### config.mk
export PLATFORM = sky130hd
export DESIGN_NAME = js_string_escaper_core
export DESIGN_NICKNAME = d
export VERILOG_FILES = /design/src/sv/jse_pkg.sv /design/src/sv/jse_front.sv /design/src/sv/jse_queue.sv /design/src/sv/jse_back.sv /design/src/sv/js_string_escaper_core.sv
export SDC_FILE = /design/constraint.sdc
export NUM_CORES = 1
export LEC_CHECK = 0
export BUFFER_PORTS_ARGS = -buffer_cell sky130_fd_sc_hd__buf_2
export CAP_MARGIN = 20
export CORE_MARGIN = 2
export CORE_UTILIZATION = 55
export DETAILED_ROUTE_END_ITERATION = 10
export PLACE_DENSITY = 0.82
export SETUP_SLACK_MARGIN = 0.05
export SLEW_MARGIN = 20
export SYNTH_ARGS = -nofsm -noshare
export SYNTH_HDL_FRONTEND = slang
export SYNTH_HIERARCHICAL = 1
export SYNTH_SLANG_ARGS = --single-unit
### constraint.sdc
create_clock -name clk -period 7.35 [get_ports clk]
set_input_delay 0 -clock clk [delete_from_list [all_inputs] [get_ports clk]]
set_output_delay 0 -clock clk [all_outputs]
set_load 0.03 [all_outputs]
### src/sv/jse_pkg.sv
`timescale 1ns / 1ps
// ----------------------------------------------------------------------------
// jse_pkg
// Types, character constants and helpers shared by the string escaper blocks.
// ----------------------------------------------------------------------------
package jse_pkg;

    typedef struct packed {
        logic [7:0] in_byte;
        logic       end_of_text;
    } in_item_t;

    typedef struct packed {
        logic [7:0] out_byte;
        logic       last;
        logic       end_of_text_out;
    } out_item_t;

    typedef enum logic [1:0] {
        KIND_PASS,
        KIND_SHORT,
        KIND_UNICODE
    } kind_t;

    typedef struct packed {
        kind_t      kind;
        logic [7:0] data;
        logic       eot;
    } entry_t;

    localparam int IDX_W = 3;

    localparam logic [IDX_W-1:0] POS_BSLASH = 3'd0;
    localparam logic [IDX_W-1:0] POS_U      = 3'd1;
    localparam logic [IDX_W-1:0] POS_ZERO_A = 3'd2;
    localparam logic [IDX_W-1:0] POS_ZERO_B = 3'd3;
    localparam logic [IDX_W-1:0] POS_HEX_HI = 3'd4;
    localparam logic [IDX_W-1:0] POS_HEX_LO = 3'd5;
    localparam logic [IDX_W-1:0] SHORT_LAST = 3'd1;
    localparam logic [IDX_W-1:0] UNI_LAST   = 3'd5;

    localparam logic [7:0] CHAR_QUOTE  = 8'h22;
    localparam logic [7:0] CHAR_BSLASH = 8'h5C;
    localparam logic [7:0] CHAR_APOS   = 8'h27;
    localparam logic [7:0] CTRL_MAX    = 8'h1F;
    localparam logic [7:0] CHAR_BS     = 8'h08;
    localparam logic [7:0] CHAR_FF     = 8'h0C;
    localparam logic [7:0] CHAR_LF     = 8'h0A;
    localparam logic [7:0] CHAR_CR     = 8'h0D;
    localparam logic [7:0] CHAR_TAB    = 8'h09;
    localparam logic [7:0] CHAR_B      = 8'h62;
    localparam logic [7:0] CHAR_F      = 8'h66;
    localparam logic [7:0] CHAR_N      = 8'h6E;
    localparam logic [7:0] CHAR_R      = 8'h72;
    localparam logic [7:0] CHAR_T      = 8'h74;
    localparam logic [7:0] CHAR_U      = 8'h75;
    localparam logic [7:0] CHAR_ZERO   = 8'h30;
    localparam logic [7:0] CHAR_A      = 8'h61;

    function automatic logic [7:0] hex_digit(input logic [3:0] nib);
        logic [7:0] res;
        if (nib < 4'd10)
        begin
            res = CHAR_ZERO + {4'd0, nib};
        end
        else
        begin
            res = CHAR_A + {4'd0, nib} - 8'd10;
        end
        return res;
    endfunction

endpackage

### src/sv/jse_front.sv
`timescale 1ns / 1ps
// ----------------------------------------------------------------------------
// jse_front
// Classifies each incoming byte into pass-through, two-byte or unicode escape.
// ----------------------------------------------------------------------------
module jse_front (
    input  jse_pkg::in_item_t item,
    output jse_pkg::entry_t   entry
);
    import jse_pkg::*;

    always_comb
    begin
        entry.eot  = item.end_of_text;
        entry.data = item.in_byte;
        entry.kind = KIND_PASS;
        unique case (item.in_byte)
            CHAR_QUOTE:  begin entry.kind = KIND_SHORT; entry.data = CHAR_QUOTE;  end
            CHAR_BSLASH: begin entry.kind = KIND_SHORT; entry.data = CHAR_BSLASH; end
            CHAR_BS:     begin entry.kind = KIND_SHORT; entry.data = CHAR_B;      end
            CHAR_FF:     begin entry.kind = KIND_SHORT; entry.data = CHAR_F;      end
            CHAR_LF:     begin entry.kind = KIND_SHORT; entry.data = CHAR_N;      end
            CHAR_CR:     begin entry.kind = KIND_SHORT; entry.data = CHAR_R;      end
            CHAR_TAB:    begin entry.kind = KIND_SHORT; entry.data = CHAR_T;      end
            default:
            begin
                if (item.in_byte == CHAR_APOS || item.in_byte <= CTRL_MAX)
                begin
                    entry.kind = KIND_UNICODE;
                end
            end
        endcase
    end

endmodule

### src/sv/jse_queue.sv
`timescale 1ns / 1ps
// ----------------------------------------------------------------------------
// jse_queue
// Small register queue of classified entries between front and back.
// ----------------------------------------------------------------------------
module jse_queue #(
    parameter int DEPTH = 2
) (
    input  logic            clk,
    input  logic            rst_n,
    input  logic            push,
    input  jse_pkg::entry_t push_entry,
    output logic            full,
    input  logic            pop,
    output logic            head_valid,
    output jse_pkg::entry_t head_entry
);
    import jse_pkg::*;

    localparam int PTR_W = (DEPTH > 1) ? $clog2(DEPTH) : 1;
    localparam int CNT_W = $clog2(DEPTH + 1);
    localparam logic [PTR_W-1:0] PTR_MAX = PTR_W'(DEPTH - 1);
    localparam logic [CNT_W-1:0] CNT_FULL = CNT_W'(DEPTH);

    entry_t           mem_reg [DEPTH];
    logic [PTR_W-1:0] wr_ptr_reg, wr_ptr_next;
    logic [PTR_W-1:0] rd_ptr_reg, rd_ptr_next;
    logic [CNT_W-1:0] count_reg, count_next;

    assign full       = (count_reg == CNT_FULL);
    assign head_valid = (count_reg != '0);
    assign head_entry = mem_reg[rd_ptr_reg];

    always_comb
    begin
        wr_ptr_next = wr_ptr_reg;
        rd_ptr_next = rd_ptr_reg;
        count_next  = count_reg;
        if (push)
        begin
            wr_ptr_next = (wr_ptr_reg == PTR_MAX) ? '0 : wr_ptr_reg + 1'b1;
        end
        if (pop)
        begin
            rd_ptr_next = (rd_ptr_reg == PTR_MAX) ? '0 : rd_ptr_reg + 1'b1;
        end
        if (push && !pop)
        begin
            count_next = count_reg + 1'b1;
        end
        else if (pop && !push)
        begin
            count_next = count_reg - 1'b1;
        end
    end

    always_ff @(posedge clk or negedge rst_n)
    begin
        if (!rst_n)
        begin
            wr_ptr_reg <= '0;
            rd_ptr_reg <= '0;
            count_reg  <= '0;
        end
        else
        begin
            wr_ptr_reg <= wr_ptr_next;
            rd_ptr_reg <= rd_ptr_next;
            count_reg  <= count_next;
        end
    end

    always_ff @(posedge clk)
    begin
        if (push)
        begin
            mem_reg[wr_ptr_reg] <= push_entry;
        end
    end

    a_no_overflow: assert property (@(posedge clk) disable iff (!rst_n)
        push |-> (!full || pop))
        else $error("queue push while full");

    a_no_underflow: assert property (@(posedge clk) disable iff (!rst_n)
        pop |-> head_valid)
        else $error("queue pop while empty");

    a_count_range: assert property (@(posedge clk) disable iff (!rst_n)
        count_reg <= CNT_FULL)
        else $error("queue count out of range");

endmodule

### src/sv/jse_back.sv
`timescale 1ns / 1ps
// ----------------------------------------------------------------------------
// jse_back
// Walks through the escape run of the head entry, one output byte per cycle while out_ready allows.
// ----------------------------------------------------------------------------
module jse_back (
    input  logic               clk,
    input  logic               rst_n,
    input  logic               head_valid,
    input  jse_pkg::entry_t    head_entry,
    output logic               pop,
    output logic               out_valid,
    input  logic               out_ready,
    output jse_pkg::out_item_t out_data
);
    import jse_pkg::*;

    logic [IDX_W-1:0] idx_reg, idx_next;
    logic             out_valid_reg, out_valid_next;
    out_item_t        out_data_reg, out_data_next;
    logic             load;
    logic             run_last;
    logic [7:0]       run_byte;

    assign out_valid = out_valid_reg;
    assign out_data  = out_data_reg;
    assign load      = head_valid && (!out_valid_reg || out_ready);
    assign pop       = load && run_last;

    always_comb
    begin
        run_byte = head_entry.data;
        run_last = 1'b1;
        case (head_entry.kind)
            KIND_PASS:
            begin
                run_byte = head_entry.data;
                run_last = 1'b1;
            end
            KIND_SHORT:
            begin
                run_byte = (idx_reg == POS_BSLASH) ? CHAR_BSLASH : head_entry.data;
                run_last = (idx_reg == SHORT_LAST);
            end
            KIND_UNICODE:
            begin
                run_last = (idx_reg == UNI_LAST);
                unique case (idx_reg)
                    POS_BSLASH: run_byte = CHAR_BSLASH;
                    POS_U:      run_byte = CHAR_U;
                    POS_ZERO_A: run_byte = CHAR_ZERO;
                    POS_ZERO_B: run_byte = CHAR_ZERO;
                    POS_HEX_HI: run_byte = hex_digit(head_entry.data[7:4]);
                    POS_HEX_LO: run_byte = hex_digit(head_entry.data[3:0]);
                    default:    run_byte = head_entry.data;
                endcase
            end
            default:
            begin
                run_byte = head_entry.data;
                run_last = 1'b1;
            end
        endcase
    end

    always_comb
    begin
        idx_next       = idx_reg;
        out_valid_next = out_valid_reg;
        out_data_next  = out_data_reg;
        if (load)
        begin
            out_valid_next                = 1'b1;
            out_data_next.out_byte        = run_byte;
            out_data_next.last            = run_last;
            out_data_next.end_of_text_out = run_last && head_entry.eot;
            idx_next                      = run_last ? '0 : idx_reg + 1'b1;
        end
        else if (out_ready)
        begin
            out_valid_next = 1'b0;
        end
    end

    always_ff @(posedge clk or negedge rst_n)
    begin
        if (!rst_n)
        begin
            idx_reg       <= '0;
            out_valid_reg <= 1'b0;
        end
        else
        begin
            idx_reg       <= idx_next;
            out_valid_reg <= out_valid_next;
        end
    end

    always_ff @(posedge clk)
    begin
        out_data_reg <= out_data_next;
    end

    a_run_holds_head: assert property (@(posedge clk) disable iff (!rst_n)
        (idx_reg != '0) |-> head_valid)
        else $error("run in progress without a head entry");

    a_idx_range: assert property (@(posedge clk) disable iff (!rst_n)
        idx_reg <= UNI_LAST)
        else $error("run index past end of unicode escape");

    a_short_range: assert property (@(posedge clk) disable iff (!rst_n)
        (head_valid && head_entry.kind == KIND_SHORT) |-> (idx_reg <= SHORT_LAST))
        else $error("run index past end of short escape");

    a_pass_single: assert property (@(posedge clk) disable iff (!rst_n)
        (head_valid && head_entry.kind == KIND_PASS) |-> (idx_reg == '0))
        else $error("pass-through byte with nonzero run index");

endmodule

### src/sv/js_string_escaper_core.sv
`timescale 1ns / 1ps
// ----------------------------------------------------------------------------
// js_string_escaper_core
// Byte stream to JavaScript/JSON escaped byte stream, one run per input byte.
// ----------------------------------------------------------------------------
// Each accepted byte produces a run of 1, 2 or 6 output bytes, the final one
// flagged by last and carrying end_of_text. The output sequencer emits one
// byte per cycle while out_ready allows, which sets the sustained rate, so
// plain text streams at one byte per cycle unless the output stalls. A
// QUEUE_DEPTH-entry queue sits between the classifier and the sequencer, so
// input is taken every cycle while it has room; an input transfer is written
// into the queue, and its first output byte is then registered in the
// sequencer's output register.
module js_string_escaper_core #(
    parameter int QUEUE_DEPTH = 2
) (
    input  logic               clk,
    input  logic               rst_n,
    input  logic               in_valid,
    output logic               in_ready,
    input  jse_pkg::in_item_t  in_data,
    output logic               out_valid,
    input  logic               out_ready,
    output jse_pkg::out_item_t out_data
);
    import jse_pkg::*;

    entry_t cls_entry;
    entry_t head_entry;
    logic   q_full;
    logic   q_push;
    logic   q_pop;
    logic   head_valid;

    assign in_ready = !q_full;
    assign q_push   = in_valid && in_ready;

    jse_front u_front (
        .item  (in_data),
        .entry (cls_entry)
    );

    jse_queue #(
        .DEPTH (QUEUE_DEPTH)
    ) u_queue (
        .clk        (clk),
        .rst_n      (rst_n),
        .push       (q_push),
        .push_entry (cls_entry),
        .full       (q_full),
        .pop        (q_pop),
        .head_valid (head_valid),
        .head_entry (head_entry)
    );

    jse_back u_back (
        .clk        (clk),
        .rst_n      (rst_n),
        .head_valid (head_valid),
        .head_entry (head_entry),
        .pop        (q_pop),
        .out_valid  (out_valid),
        .out_ready  (out_ready),
        .out_data   (out_data)
    );

endmodule
==> impl_results.md <==
- Status: complete, no violations
- DR WL/cell: about 15 um
- Critical path peak fanout: 12
- Minimum clock period: 2.80 ns
- Antenna cells: 0
- Mean Syn Cell Area: about 11 um^2
- Seq pwr share: 36.4%
- R2R Setup Slk: 4.55 ns
- #FFs+latches synth: 40
- Fraction of layout cells with a size suffix above 1: 19.9%
- Routability cong.: 0.984
- RR Endpoint: u_queue/count_reg[1]$_DFFE_PN0P_
- Clk sinks: 40
- Antenna Nets Post-Route: 0
- Crit Path Class: reg -> reg
- Initial antenna violation count: 0
- Post-DP HPWL: 3210 um
- Num CTS Buffers: 5
- Syn Inst Count: between 200 and 250
- Area Overhead vs Synth: 10.8%
- Layout net count: between 200 and 300
- CP required: 7.57 ns
- Register Area: around 1200 um^2
- Max Cap Viol: 0
- CTS clk-pin slew, worst paths: 0.08 ns
- Register area share after synthesis: 49.0%
- Final hold violations: 0
- Worst hold path class: in -> async
- Synth Cell Area: 2370 um^2
- Total grt overflow: 0
- Maximum VDD drop: 0.000199 V
- Post-Route Setup TNS: 0 ns
- Fmax: roughly 360 MHz
- Most frequent cell after synthesis: edfxtp_1
- Worst endpoint data arrival time: 3.03 ns
- Worst r2r src: u_queue/rd_ptr_reg$_DFFE_PN0P_
- Yosys Warn Count: 6
- Clock power share: about 13%
- Drt initial violations: 211
- P_int: 641 uW
- # resized after CTS: 0
- Row count: 23
- Clock skew: around 0.011 ns
- R2R depth: 11
- Total power: between 1 and 1.5 mW
- Post-synth cell types: 57
- Final worst slack: about 4.5 ns
- Chip Height: 69.6 um
- Vias in the first global route: roughly 1600
- Vias: 1670
- CP max stage cell: dfrtp_1
- Largest net degree at the start of global routing: 14
- Primary FF master, synth: edfxtp_1
- Final Util: 64.2%
- First-pass GRT wire length: between 7000 and 8000 um
- Design area: 2620 um^2
- Total wire length: 4300 um
- NetSw: 459 uW
- Max Slew Vio Count: 0
- # fillers: ~320
- CP endpoint kind: flop
- Initial Util: 58.0%
- Comb power frac: 51.1%
- H-tree Lvls: 2
- Worst-path cell chain: mux2_4, inv_1, ha_1, mux2_4, a21o_1, nor2b_1, inv_1, ha_1, xor2_1, nor2_1, xor2_1
- Post-Layout Cell Count: 286
- Switching Fraction: 41.7%
- CTS tree: yes
- I/O pins: 25
- Vias per std cell: 5.84
- Cell area power density: 419 nW/um^2
- CTS Root Cell: clkbuf_8
- Placed cell count: 274
- Total GRT Usage: 18.9%
- Port bufs: 24
- Async SR Flop Fraction: 20.0%
- Relative slew slack: a little over a third
- Largest cells by area after synthesis: edfxtp_1 41%, dfrtp_1 8.5%, mux2_4 6.3%, ha_1 5.3%, inv_1 2.4%
- Multi-input combinational cell area: approximately 1100 um^2
- Pre-CTS setup slack: roughly 4.6 ns
- Placed cell area: 2500 um^2
- Crit start category: flop
- 1st-pass router iterations: 4
- DRC viols: 0
- Worst-skew pair later-pin latency: 0.30 ns
- Final setup fails: 0
- Placeable core region: 4090 um^2
- Synth top cells by count: 32 x edfxtp_1, 15 x inv_1, 11 x nand2_1, 11 x o21ai_0
- Syn nets: 230
- Die area: 4850 um^2
- P_leak: between 1 and 1.5 nW
- Unrepaired setup endpoints after global routing: no
- EDFF count, synth: 32
- Crit path largest cell delay: approximately 0.73 ns
- Yosys top cell by area: edfxtp_1
- Yosys top cell area share: 40.6%
- Fin crit share: 38.1%
- Hold Slack: 0.0670 ns
- Clk buf depth: 2
- Number of flip-flops in the largest register: 22
- Slew @ Worst Pin: 0.950 ns
- Chip Width: 69.6 um
critical path: cells and delay by family (launching register included):
kind / cells / cell delay [ns]
AO/OA/AOI/OAI: 1 / 0.20
AND/OR/NAND/NOR: 2 / 0.35
multiplexers: 2 / 0.55
XOR/XNOR: 2 / 0.31
buffers and inverters: 2 / 0.12
adder cells (fa/ha/maj): 2 / 0.45
flip-flops: 1 / 0.73
worst max-delay path by stage:
stage / slack (ns) / endpoint / cells after the start / from
final: 4.55 / u_queue/count_reg[1]$_DFFE_PN0P_ / 11 / u_queue/rd_ptr_reg$_DFFE_PN0P_
after global routing: 4.31 / u_queue/count_reg[1]$_DFFE_PN0P_ / 11 / u_queue/rd_ptr_reg$_DFFE_PN0P_
after CTS: 4.53 / u_queue/count_reg[1]$_DFFE_PN0P_ / 11 / u_queue/rd_ptr_reg$_DFFE_PN0P_
after detailed placement: 4.55 / u_queue/count_reg[1]$_DFFE_PN0P_ / 11 / u_queue/rd_ptr_reg$_DFFE_PN0P_
after global placement: 4.66 / u_queue/count_reg[1]$_DFFE_PN0P_ / 10 / u_queue/rd_ptr_reg$_DFFE_PN0P_
after floorplan: 5.00 / u_queue/count_reg[1]$_DFFE_PN0P_ / 12 / u_queue/rd_ptr_reg$_DFFE_PN0P_
per-layer routing:
metal,track usage (%),up-vias,wire (um),part of all wire (%)
li1,-,831,-,-
met1,23.3,773,1840,43
met2,31.4,57,2110,49
met3,4.22,9,248,5.8
met4,9.19,0,104,2.4
met5,0,-,0,0
what timing repair did:
action | 4_1_cts | 5_1_grt
hold endpoints to repair | 13 | 0
hold buffers | 4 | 0
setup buffers | 0 | 0
cells in the final DEF (no fill, tap or decap), types with 2 or more instances in the layout:
cell type / n
and3_1: 2
o211ai_1: 2
a21o_1: 3
nor2_1: 10
nand2_1: 11
o22ai_1: 2
nor3_1: 2
a21boi_0: 3
dfrtp_1: 8
a2bb2oi_1: 2
edfxtp_1: 32
nand2b_1: 6
and2_1: 5
inv_1: 15
xnor2_1: 2
nand3_1: 4
or3_1: 4
a21oi_1: 8
xor2_1: 5
ha_1: 10
or3b_1: 2
o21ai_0: 11
o21bai_1: 2
a31oi_1: 3
mux2_2: 2
dlygate4sd3_1: 4
mux2_4: 10
clkbuf_8: 5
buf_2: 24
nor2b_1: 8
cell families (layout without fill, tap and decap cells):
kind of cell	count (synthesis)	in the layout	share of synthesized area [%]
AO/OA/AOI/OAI	53	53	16.5
multiplexers	12	12	7.29
flip-flops	40	40	49.0
XOR/XNOR	7	7	2.59
adder cells (fa/ha/maj)	10	10	5.28
buffers and inverters	23	52	4.70
AND/OR/NAND/NOR	62	62	14.6
power by group through the flow:
stage	registers [mW]	clock network, mW	logic (mW)
5_1_grt	0.409	0.152	0.615
3_5_place_dp	0.406	0	0.554
3_3_place_gp	0.402	0	0.546
4_1_cts	0.402	0.145	0.559
2_1_floorplan	0.446	0	0.396
6_report	0.400	0.139	0.562
area by class of cell:
type | count | area share, %
Clock buffer | 6 | 2.77
Tap cell | 50 | 2.38
Timing Repair Buffer | 28 | 6.10
Clock inverter | 2 | 0.429
Inverter | 16 | 2.29
Multi-Input combinational cell | 144 | 41.8
Sequential cell | 40 | 44.3
Power figures use the tool's default switching activity.
